### config.mk
export PLATFORM = sky130hd
export DESIGN_NAME = kiln_thermostat_sequencer_unit
export DESIGN_NICKNAME = d
export VERILOG_FILES = /design/src/kts_pkg.sv /design/src/kts_core.sv /design/src/kiln_thermostat_sequencer_unit.sv
export SDC_FILE = /design/constraint.sdc
export NUM_CORES = 1
export LEC_CHECK = 0
export BUFFER_PORTS_ARGS = -buffer_cell sky130_fd_sc_hd__buf_4
export CORE_MARGIN = 5
export CORE_UTILIZATION = 45
export DETAILED_ROUTE_END_ITERATION = 8
export PLACE_DENSITY = 0.69
export SETUP_SLACK_MARGIN = 0.4
export SLEW_MARGIN = 20
export SYNTH_ARGS = -nofsm -noshare
export SYNTH_HDL_FRONTEND = slang
export SYNTH_SLANG_ARGS = --single-unit
### constraint.sdc
create_clock -name clk_i -period 5.5 [get_ports clk_i]
set_input_delay 1.1 -clock clk_i [delete_from_list [all_inputs] [get_ports clk_i]]
set_output_delay 1.1 -clock clk_i [all_outputs]
set_load 0.05 [all_outputs]
### src/kts_pkg.sv
// Shared types and constants for the kiln thermostat sequencer.
`default_nettype none

package kts_pkg;

  // Oven mode codes held in the state register
  localparam logic [1:0] MODE_STOPPED = 2'd0;
  localparam logic [1:0] MODE_MANUAL  = 2'd1;
  localparam logic [1:0] MODE_AUTO    = 2'd2;

  // Input item codes
  localparam logic [2:0] CMD_TICK         = 3'd0;
  localparam logic [2:0] CMD_START_MANUAL = 3'd1;
  localparam logic [2:0] CMD_SET_SETPOINT = 3'd2;
  localparam logic [2:0] CMD_START_AUTO   = 3'd3;
  localparam logic [2:0] CMD_STOP         = 3'd4;

  // Configuration register indexes
  localparam logic REG_DURATION = 1'b0;
  localparam logic REG_LOCKOUT  = 1'b1;

  localparam logic [7:0]  LOCKOUT_RESET = 8'd5;
  localparam logic [17:0] SEC_PER_MIN   = 18'd60;
  localparam logic [31:0] RUN_MAX       = 32'hFFFF_FFFF;

  typedef struct packed {
    logic [1:0]  mode;
    logic [10:0] setpoint;
    logic [17:0] delay_left;
    logic [31:0] run_time;
    logic [7:0]  lockout;
    logic        heat_cmd;
    logic        relay;
    logic        led;
  } kts_state_t;

endpackage

`default_nettype wire

### src/kts_core.sv
// Next-state logic of the thermostat sequencer for one item.
`default_nettype none

module kts_core import kts_pkg::*; (
  input  kts_state_t         state_i,
  input  logic [2:0]         cmd_i,
  input  logic signed [11:0] temperature_i,
  input  logic [10:0]        profile_setpoint_i,
  input  logic [10:0]        manual_setpoint_i,
  input  logic [11:0]        delay_minutes_i,
  input  logic [11:0]        duration_minutes_i,
  input  logic [7:0]         lockout_ticks_i,
  output kts_state_t         state_o
);

  kts_state_t  n;
  logic        stopped;
  logic        do_reg;
  logic        heat_on;
  logic [17:0] duration_sec;
  logic [17:0] delay_sec;

  assign duration_sec = {6'd0, duration_minutes_i} * SEC_PER_MIN;
  assign delay_sec    = {6'd0, delay_minutes_i} * SEC_PER_MIN;
  assign stopped      = (state_i.mode != MODE_MANUAL) && (state_i.mode != MODE_AUTO);

  always_comb begin
    n       = state_i;
    do_reg  = 1'b0;
    heat_on = 1'b0;
    case (cmd_i)
      CMD_TICK: begin
        if (state_i.mode == MODE_MANUAL) begin
          n.led  = ~state_i.led;
          do_reg = 1'b1;
          if (state_i.run_time != RUN_MAX) begin
            n.run_time = state_i.run_time + 32'd1;
          end
        end else if (state_i.mode == MODE_AUTO) begin
          n.led = ~state_i.led;
          if (state_i.delay_left != 18'd0) begin
            n.delay_left = state_i.delay_left - 18'd1;
          end else begin
            // first running tick of the program starts from a clean lockout
            if (state_i.run_time == 32'd0) begin
              n.lockout  = 8'd0;
              n.heat_cmd = 1'b0;
            end
            n.setpoint = profile_setpoint_i;
            do_reg     = 1'b1;
            if (state_i.run_time < {14'd0, duration_sec}) begin
              n.run_time = state_i.run_time + 32'd1;
            end else begin
              n.mode = MODE_STOPPED;
            end
          end
        end else begin
          n.relay = 1'b0;
          n.led   = 1'b0;
        end
      end
      CMD_START_MANUAL: begin
        if (stopped) begin
          n.setpoint = manual_setpoint_i;
          n.run_time = 32'd0;
          n.lockout  = 8'd0;
          n.heat_cmd = 1'b0;
          n.mode     = MODE_MANUAL;
        end
      end
      CMD_SET_SETPOINT: begin
        if (state_i.mode == MODE_MANUAL) begin
          n.setpoint = manual_setpoint_i;
        end
      end
      CMD_START_AUTO: begin
        if (stopped) begin
          n.run_time   = 32'd0;
          n.delay_left = delay_sec;
          n.mode       = MODE_AUTO;
        end
      end
      CMD_STOP: begin
        n.mode = MODE_STOPPED;
      end
      default: begin
      end
    endcase

    // Regulate: evaluate while no lockout is pending, else count it down
    if (do_reg) begin
      if (n.lockout == 8'd0) begin
        heat_on = $signed({temperature_i[11], temperature_i}) < $signed({2'b00, n.setpoint});
        n.relay = heat_on;
        if (n.heat_cmd != heat_on) begin
          n.heat_cmd = heat_on;
          n.lockout  = lockout_ticks_i;
        end
      end else begin
        n.lockout = n.lockout - 8'd1;
      end
    end
  end

  assign state_o = n;

endmodule

`default_nettype wire

### src/kiln_thermostat_sequencer_unit.sv
// Top level of the kiln thermostat sequencer: handshake, registers, state.
//
// Usage: each input transfer on the in_* channel carries one item, a
// one-second tick or a command selected by mode_i. Every item yields exactly
// one result transfer on the out_* channel with the state after that item:
// relay level, LED level, oven mode, run time, remaining start delay and
// the setpoint in force.
// Path: an item is captured in the input register, then the next-state
// logic updates the state register, which drives the result ports.
// Throughput: one item per cycle while the receiver takes each result; the
// loop through the state register is the combinational update of the
// next-state logic.
// When the receiver stalls, the result holds; one more item waits in the
// input register, then in_ready_o drops until the result is taken.
// Reset clears the state to stopped with relay and LED off, program
// duration 0 and lockout 5 ticks. The APB port writes register 0 (program
// duration in minutes) at address 0 and register 1 (lockout ticks) at
// address 4; write it only while the block is idle. pready is always high.
`default_nettype none

module kiln_thermostat_sequencer_unit import kts_pkg::*; (
  input  logic               clk_i,
  input  logic               rst_ni,
  // configuration port
  input  logic               psel,
  input  logic               penable,
  input  logic               pwrite,
  input  logic [2:0]         paddr,
  input  logic [31:0]        pwdata,
  output logic [31:0]        prdata,
  output logic               pready,
  // input channel
  input  logic               in_valid_i,
  output logic               in_ready_o,
  input  logic [2:0]         mode_i,
  input  logic signed [11:0] temperature_i,
  input  logic [10:0]        profile_setpoint_i,
  input  logic [10:0]        manual_setpoint_i,
  input  logic [11:0]        delay_minutes_i,
  // output channel
  output logic               out_valid_o,
  input  logic               out_ready_i,
  output logic               heater_relay_o,
  output logic               run_led_o,
  output logic [1:0]         oven_mode_o,
  output logic [31:0]        run_seconds_o,
  output logic [17:0]        delay_left_seconds_o,
  output logic [10:0]        setpoint_now_o
);

  logic [11:0]        duration_q;
  logic [7:0]         lockout_cfg_q;
  logic               cfg_wr;

  logic               s1_valid_q, s1_valid_d;
  logic [2:0]         s1_cmd_q;
  logic signed [11:0] s1_temp_q;
  logic [10:0]        s1_profile_q;
  logic [10:0]        s1_manual_q;
  logic [11:0]        s1_delay_q;

  logic               out_valid_q, out_valid_d;
  kts_state_t         state_q, state_d;
  logic               advance;
  logic               in_xfer;

  // Configuration registers
  assign pready = 1'b1;
  assign cfg_wr = psel && penable && pwrite && pready;

  always_ff @(posedge clk_i or negedge rst_ni) begin
    if (!rst_ni) begin
      duration_q    <= 12'd0;
      lockout_cfg_q <= LOCKOUT_RESET;
    end else if (cfg_wr) begin
      case (paddr[2])
        REG_DURATION: duration_q    <= pwdata[11:0];
        REG_LOCKOUT:  lockout_cfg_q <= pwdata[7:0];
        default: begin
        end
      endcase
    end
  end

  always_comb begin
    case (paddr[2])
      REG_DURATION: prdata = {20'd0, duration_q};
      REG_LOCKOUT:  prdata = {24'd0, lockout_cfg_q};
      default:      prdata = 32'd0;
    endcase
  end

  // Handshake: the state register doubles as the result register
  assign advance    = s1_valid_q && (!out_valid_q || out_ready_i);
  assign in_ready_o = !s1_valid_q || advance;
  assign in_xfer    = in_valid_i && in_ready_o;

  always_comb begin
    s1_valid_d = s1_valid_q;
    if (in_xfer) begin
      s1_valid_d = 1'b1;
    end else if (advance) begin
      s1_valid_d = 1'b0;
    end
    out_valid_d = out_valid_q;
    if (advance) begin
      out_valid_d = 1'b1;
    end else if (out_ready_i) begin
      out_valid_d = 1'b0;
    end
  end

  always_ff @(posedge clk_i or negedge rst_ni) begin
    if (!rst_ni) begin
      s1_valid_q  <= 1'b0;
      out_valid_q <= 1'b0;
    end else begin
      s1_valid_q  <= s1_valid_d;
      out_valid_q <= out_valid_d;
    end
  end

  // Input register: hold the item until it advances
  always_ff @(posedge clk_i) begin
    if (in_xfer) begin
      s1_cmd_q     <= mode_i;
      s1_temp_q    <= temperature_i;
      s1_profile_q <= profile_setpoint_i;
      s1_manual_q  <= manual_setpoint_i;
      s1_delay_q   <= delay_minutes_i;
    end
  end

  kts_core u_core (
    .state_i            (state_q),
    .cmd_i              (s1_cmd_q),
    .temperature_i      (s1_temp_q),
    .profile_setpoint_i (s1_profile_q),
    .manual_setpoint_i  (s1_manual_q),
    .delay_minutes_i    (s1_delay_q),
    .duration_minutes_i (duration_q),
    .lockout_ticks_i    (lockout_cfg_q),
    .state_o            (state_d)
  );

  always_ff @(posedge clk_i or negedge rst_ni) begin
    if (!rst_ni) begin
      state_q <= '0;
    end else if (advance) begin
      state_q <= state_d;
    end
  end

  assign out_valid_o          = out_valid_q;
  assign heater_relay_o       = state_q.relay;
  assign run_led_o            = state_q.led;
  assign oven_mode_o          = state_q.mode;
  assign run_seconds_o        = state_q.run_time;
  assign delay_left_seconds_o = state_q.delay_left;
  assign setpoint_now_o       = state_q.setpoint;

  // Assertions
  a_stall_blocks_input: assert property (@(posedge clk_i) disable iff (!rst_ni)
    (s1_valid_q && out_valid_q && !out_ready_i) |-> !in_ready_o)
    else $error("input accepted while both stages are full and stalled");

  a_result_from_stage: assert property (@(posedge clk_i) disable iff (!rst_ni)
    $rose(out_valid_q) |-> $past(s1_valid_q))
    else $error("result appeared without an item in the input register");

  a_state_held_on_stall: assert property (@(posedge clk_i) disable iff (!rst_ni)
    (out_valid_q && !out_ready_i) |=> $stable(state_q))
    else $error("result state changed while the receiver stalled");

  a_stopped_tick_clears: assert property (@(posedge clk_i) disable iff (!rst_ni)
    (advance && s1_cmd_q == CMD_TICK && state_q.mode == MODE_STOPPED)
      |=> (!state_q.relay && !state_q.led))
    else $error("stopped tick left relay or LED on");

endmodule

`default_nettype wire
==> impl_metrics.toml <==
[status]
outcome = "complete, no violations"

[yosys]
synth.distinct_cells = 71
synth_compound_gate_area_share_pct = 17.28
yosys.area_share.simple_pct = 14.09
synth_mux_area_share_pct = 2.767
yosys.area_share.adder_pct = 16.63
yosys_warnings = 0
synth_xor_area_share_pct = 2.093
synth-edff-count = 49
avgSynthCellArea_um2 = 9.839
ys_seq_elements = 145
combinational_family_with_the_most_area_after_synthesis = "compound AO/OA/AOI/OAI gates"
syn_inst = 1057
synth_sequential_area_ratio_pct = 37.27
post_synth_arst_share_pct = 66.21
mappedNetlistArea_mm2 = 0.01040
ys.flop_type = "dfrtp_1"

[global_route]
grt_pass1_wl_mm = 39.58
groute.usage.overall_pct = 18.46
antenna_found_initial = 0
grt.overflow.total = 0
grt_pass1_vias = 7908
grt_max_degree = 67

[drt]
vias_per_cell = 5.534
drt-initial-drc-count = 426
antenna_left = 0
drt-total-wl_mm = 24.07
highest_layer = "met4"
met2_length_mm = 12.07
met1Wirelength_mm = 10.22
wl_met3_mm = 1.531
route.vias.total = 8024
detail_route.drc_violations = 0
wl_per_cell_um = 16.60
detail_route.first_pass.iterations = 5

[critical_path]
critPathLaunchType = "flop"
arrival_ns = 5.40
crit_fanout = 36
reg2reg_slack_ns = 0.39
worst-endpoint-required_ns = 5.79
worstSetupPathType = "reg -> reg"
worst_setup_path_end_kind = "flop"
r2r.worst_path.cells = 21

[cells_and_area]
area_growth_syn_to_layout_pct = 17.91
drive_above_1_share_pct = 25.15
final.fill_count = 2001
final_common_cell = "buf_4"
most-common-layout-cells = "165 x buf_4, 94 x dfrtp_1, 83 x o21ai_0, 78 x nand2_1, 69 x ha_1"
design.final.nets = 1356
antennaDiodeCount = 0

[sta]
relSlewSlack_pct = 33.49
period_minus_slack_ns = 5.106
pin_slew_with_the_least_headroom_to_its_limit_ns = 0.9940
setup_violations = 0
timing_max_transition_violations_final = 0
final_hold_viol_count = 0
post_route_setup_tns_ns = 0
setup_skew_ns = 0.009660
grt_setup_unrepaired = "true"
finalWorstSetupSlack_ns = 0.3945
min_period_over_period_pct = 92.83
fmax_mhz = 195.9

[placed_design]
placement.io_buffers = 147
finalWeightedCongestion = 0.8363
detailedPlace.worstSlack_ns = 0.09443
place.detailed.hpwl_mm = 17.75

[floorplan]
floorplan.die.height_um = 162.0
die_width_um = 162.0
placementRows = 55
pin_count = 191
dieArea_mm2 = 0.02625
floorplan.initialDensity_pct = 45.80
floorplan.core_area_mm2 = 0.02271

[min_path]
timing.hold.worst.class = "reg -> reg"
min_path_cells = 2

[cts]
clkLatencyLatePin_ns = 0.43
numClockSinks = 145
post_cts_hold_buffer_count = 0
clock_tree.htree_level_count = 4
clk_pin_slew_worst_paths_ns = 0.07
cts_tree = "built"
cts_max_path_buffers = 2
cts_buffers = 17
ctsRootBufferMaster = "clkbuf_16"

[run]
cap_viol_max_count = 0

[power_and_ir_drop]
power_per_cell_area_mw_per_mm2 = 542.1
peakVddDrop_mv = 0.2669
p_leak_uw = 0.005481
finalPower_uw = 6647
critical path: stages (launching register included):
cell,delay (ns)
dfrtp_1,0.40
buf_6,0.13
fa_2,0.55
fa_2,0.44
inv_2,0.07
fa_2,0.24
nor2b_4,0.05
o21ai_2,0.12
nand2b_1,0.08
a21o_1,0.18
a31o_2,0.24
a41o_1,0.20
o41ai_2,0.25
xor2_1,0.12
ha_2,0.19
or3_4,0.35
a211oi_4,0.21
a31oi_4,0.15
o41a_1,0.37
buf_6,0.22
o21ai_1,0.29
o31ai_4,0.11
synth_stat cells, types with 10 or more instances:
master,number,area share [%]
a31oi_1,11,0.66
or3_1,11,0.66
nand2b_1,15,0.90
nor2_1,56,2.0
nor3_1,22,1.1
o31ai_2,14,1.7
fa_1,42,8.1
and2_1,20,1.2
buf_4,84,6.1
a21o_1,14,1.0
edfxtp_1,49,14
nand2_1,78,2.8
mux2_2,21,2.3
nand3_1,35,1.7
o21ai_0,100,4.8
a22o_1,12,1.0
a21oi_1,60,2.9
ha_1,71,8.5
inv_1,64,2.3
nor4_1,10,0.60
o31ai_1,10,0.72
xor2_1,14,1.2
clkbuf_1,23,0.83
dfrtp_1,94,23
and3_1,12,0.72
worst paths after layout:
path / startpoint / endpoint
setup / recovery: duration_q[2]$_DFFE_PN0P_ / run_seconds_o[3]$_DFFE_PN0P_
hold / removal: state_q[2]$_DFFE_PN0P_ / state_q[2]$_DFFE_PN0P_
setup reg to reg: duration_q[2]$_DFFE_PN0P_ / run_seconds_o[3]$_DFFE_PN0P_
hold reg to reg: state_q[2]$_DFFE_PN0P_ / state_q[2]$_DFFE_PN0P_
max in group asynchronous: rst_ni / lockout_cfg_q[0]$_DFFE_PN1P_
min in group asynchronous: rst_ni / run_seconds_o[19]$_DFFE_PN0P_
cell families after synthesis:
kind of cell,Yosys count
mux,26
simple gates,290
other cells,2
flops,145
compound gates,279
fa+ha+maj,113
buf+inv,178
xor+xnor,24
area by class of cell:
cell class	instances	area [um^2]	share of cell area [%]
Clock buffer	17	425.4	3.469
Clock inverter	15	205.2	1.673
Inverter	64	240.2	1.959
Multi-Input combinational cell	753	5828	47.53
Sequential cell	145	3876	31.61
Tap cell	285	356.6	2.908
Timing Repair Buffer	171	1331	10.86
power breakdown:
part	switching (uW)	total, uW	internal, uW
clock network	549	1210	661
logic	2350	3920	1570
registers	205	1510	1310
what timing repair did:
item | 4_1_cts | 5_1_grt
endpoints found under the hold margin | 0 | 0
buffers inserted | 6 | 3
pin swaps | 34 | 9
gates cloned | 1 | 0
endpoints found under the setup margin | 32 | 34
gates resized for setup | 33 | 32
routing by layer:
layer | vias up | global-route usage [%]
met5 | - | 0
met4 | 0 | 4.614
met2 | 239 | 31.35
li1 | 3874 | -
met1 | 3886 | 24.08
met3 | 25 | 4.161
registers in the layout (all words and copies together), names as in the netlist:
name	cells
s1_valid_q	1
duration_q	12
s1_delay_q	12
setpoint_now_o	11
run_seconds_o	32
state_q	9
s1_cmd_q	3
s1_manual_q	11
s1_profile_q	11
s1_temp_q	12
heater_relay_o	1
delay_left_seconds_o	18
out_valid_o	1
lockout_cfg_q	8
oven_mode_o	2
run_led_o	1
stage by stage:
stage          area (um^2)  cells  hold slack, ns  util [%]
3_5_place_dp         11300   1408          0.4712     49.76
2_1_floorplan        10500   1076          0.4454         -
4_1_cts              12130   1447          0.4885     53.43
6_report             12260   1450          0.4839     54.00
3_3_place_gp         11300   1408          0.4617     49.76
5_1_grt              12260   1450          0.5260     54.00
Power figures use the tool's default switching activity.
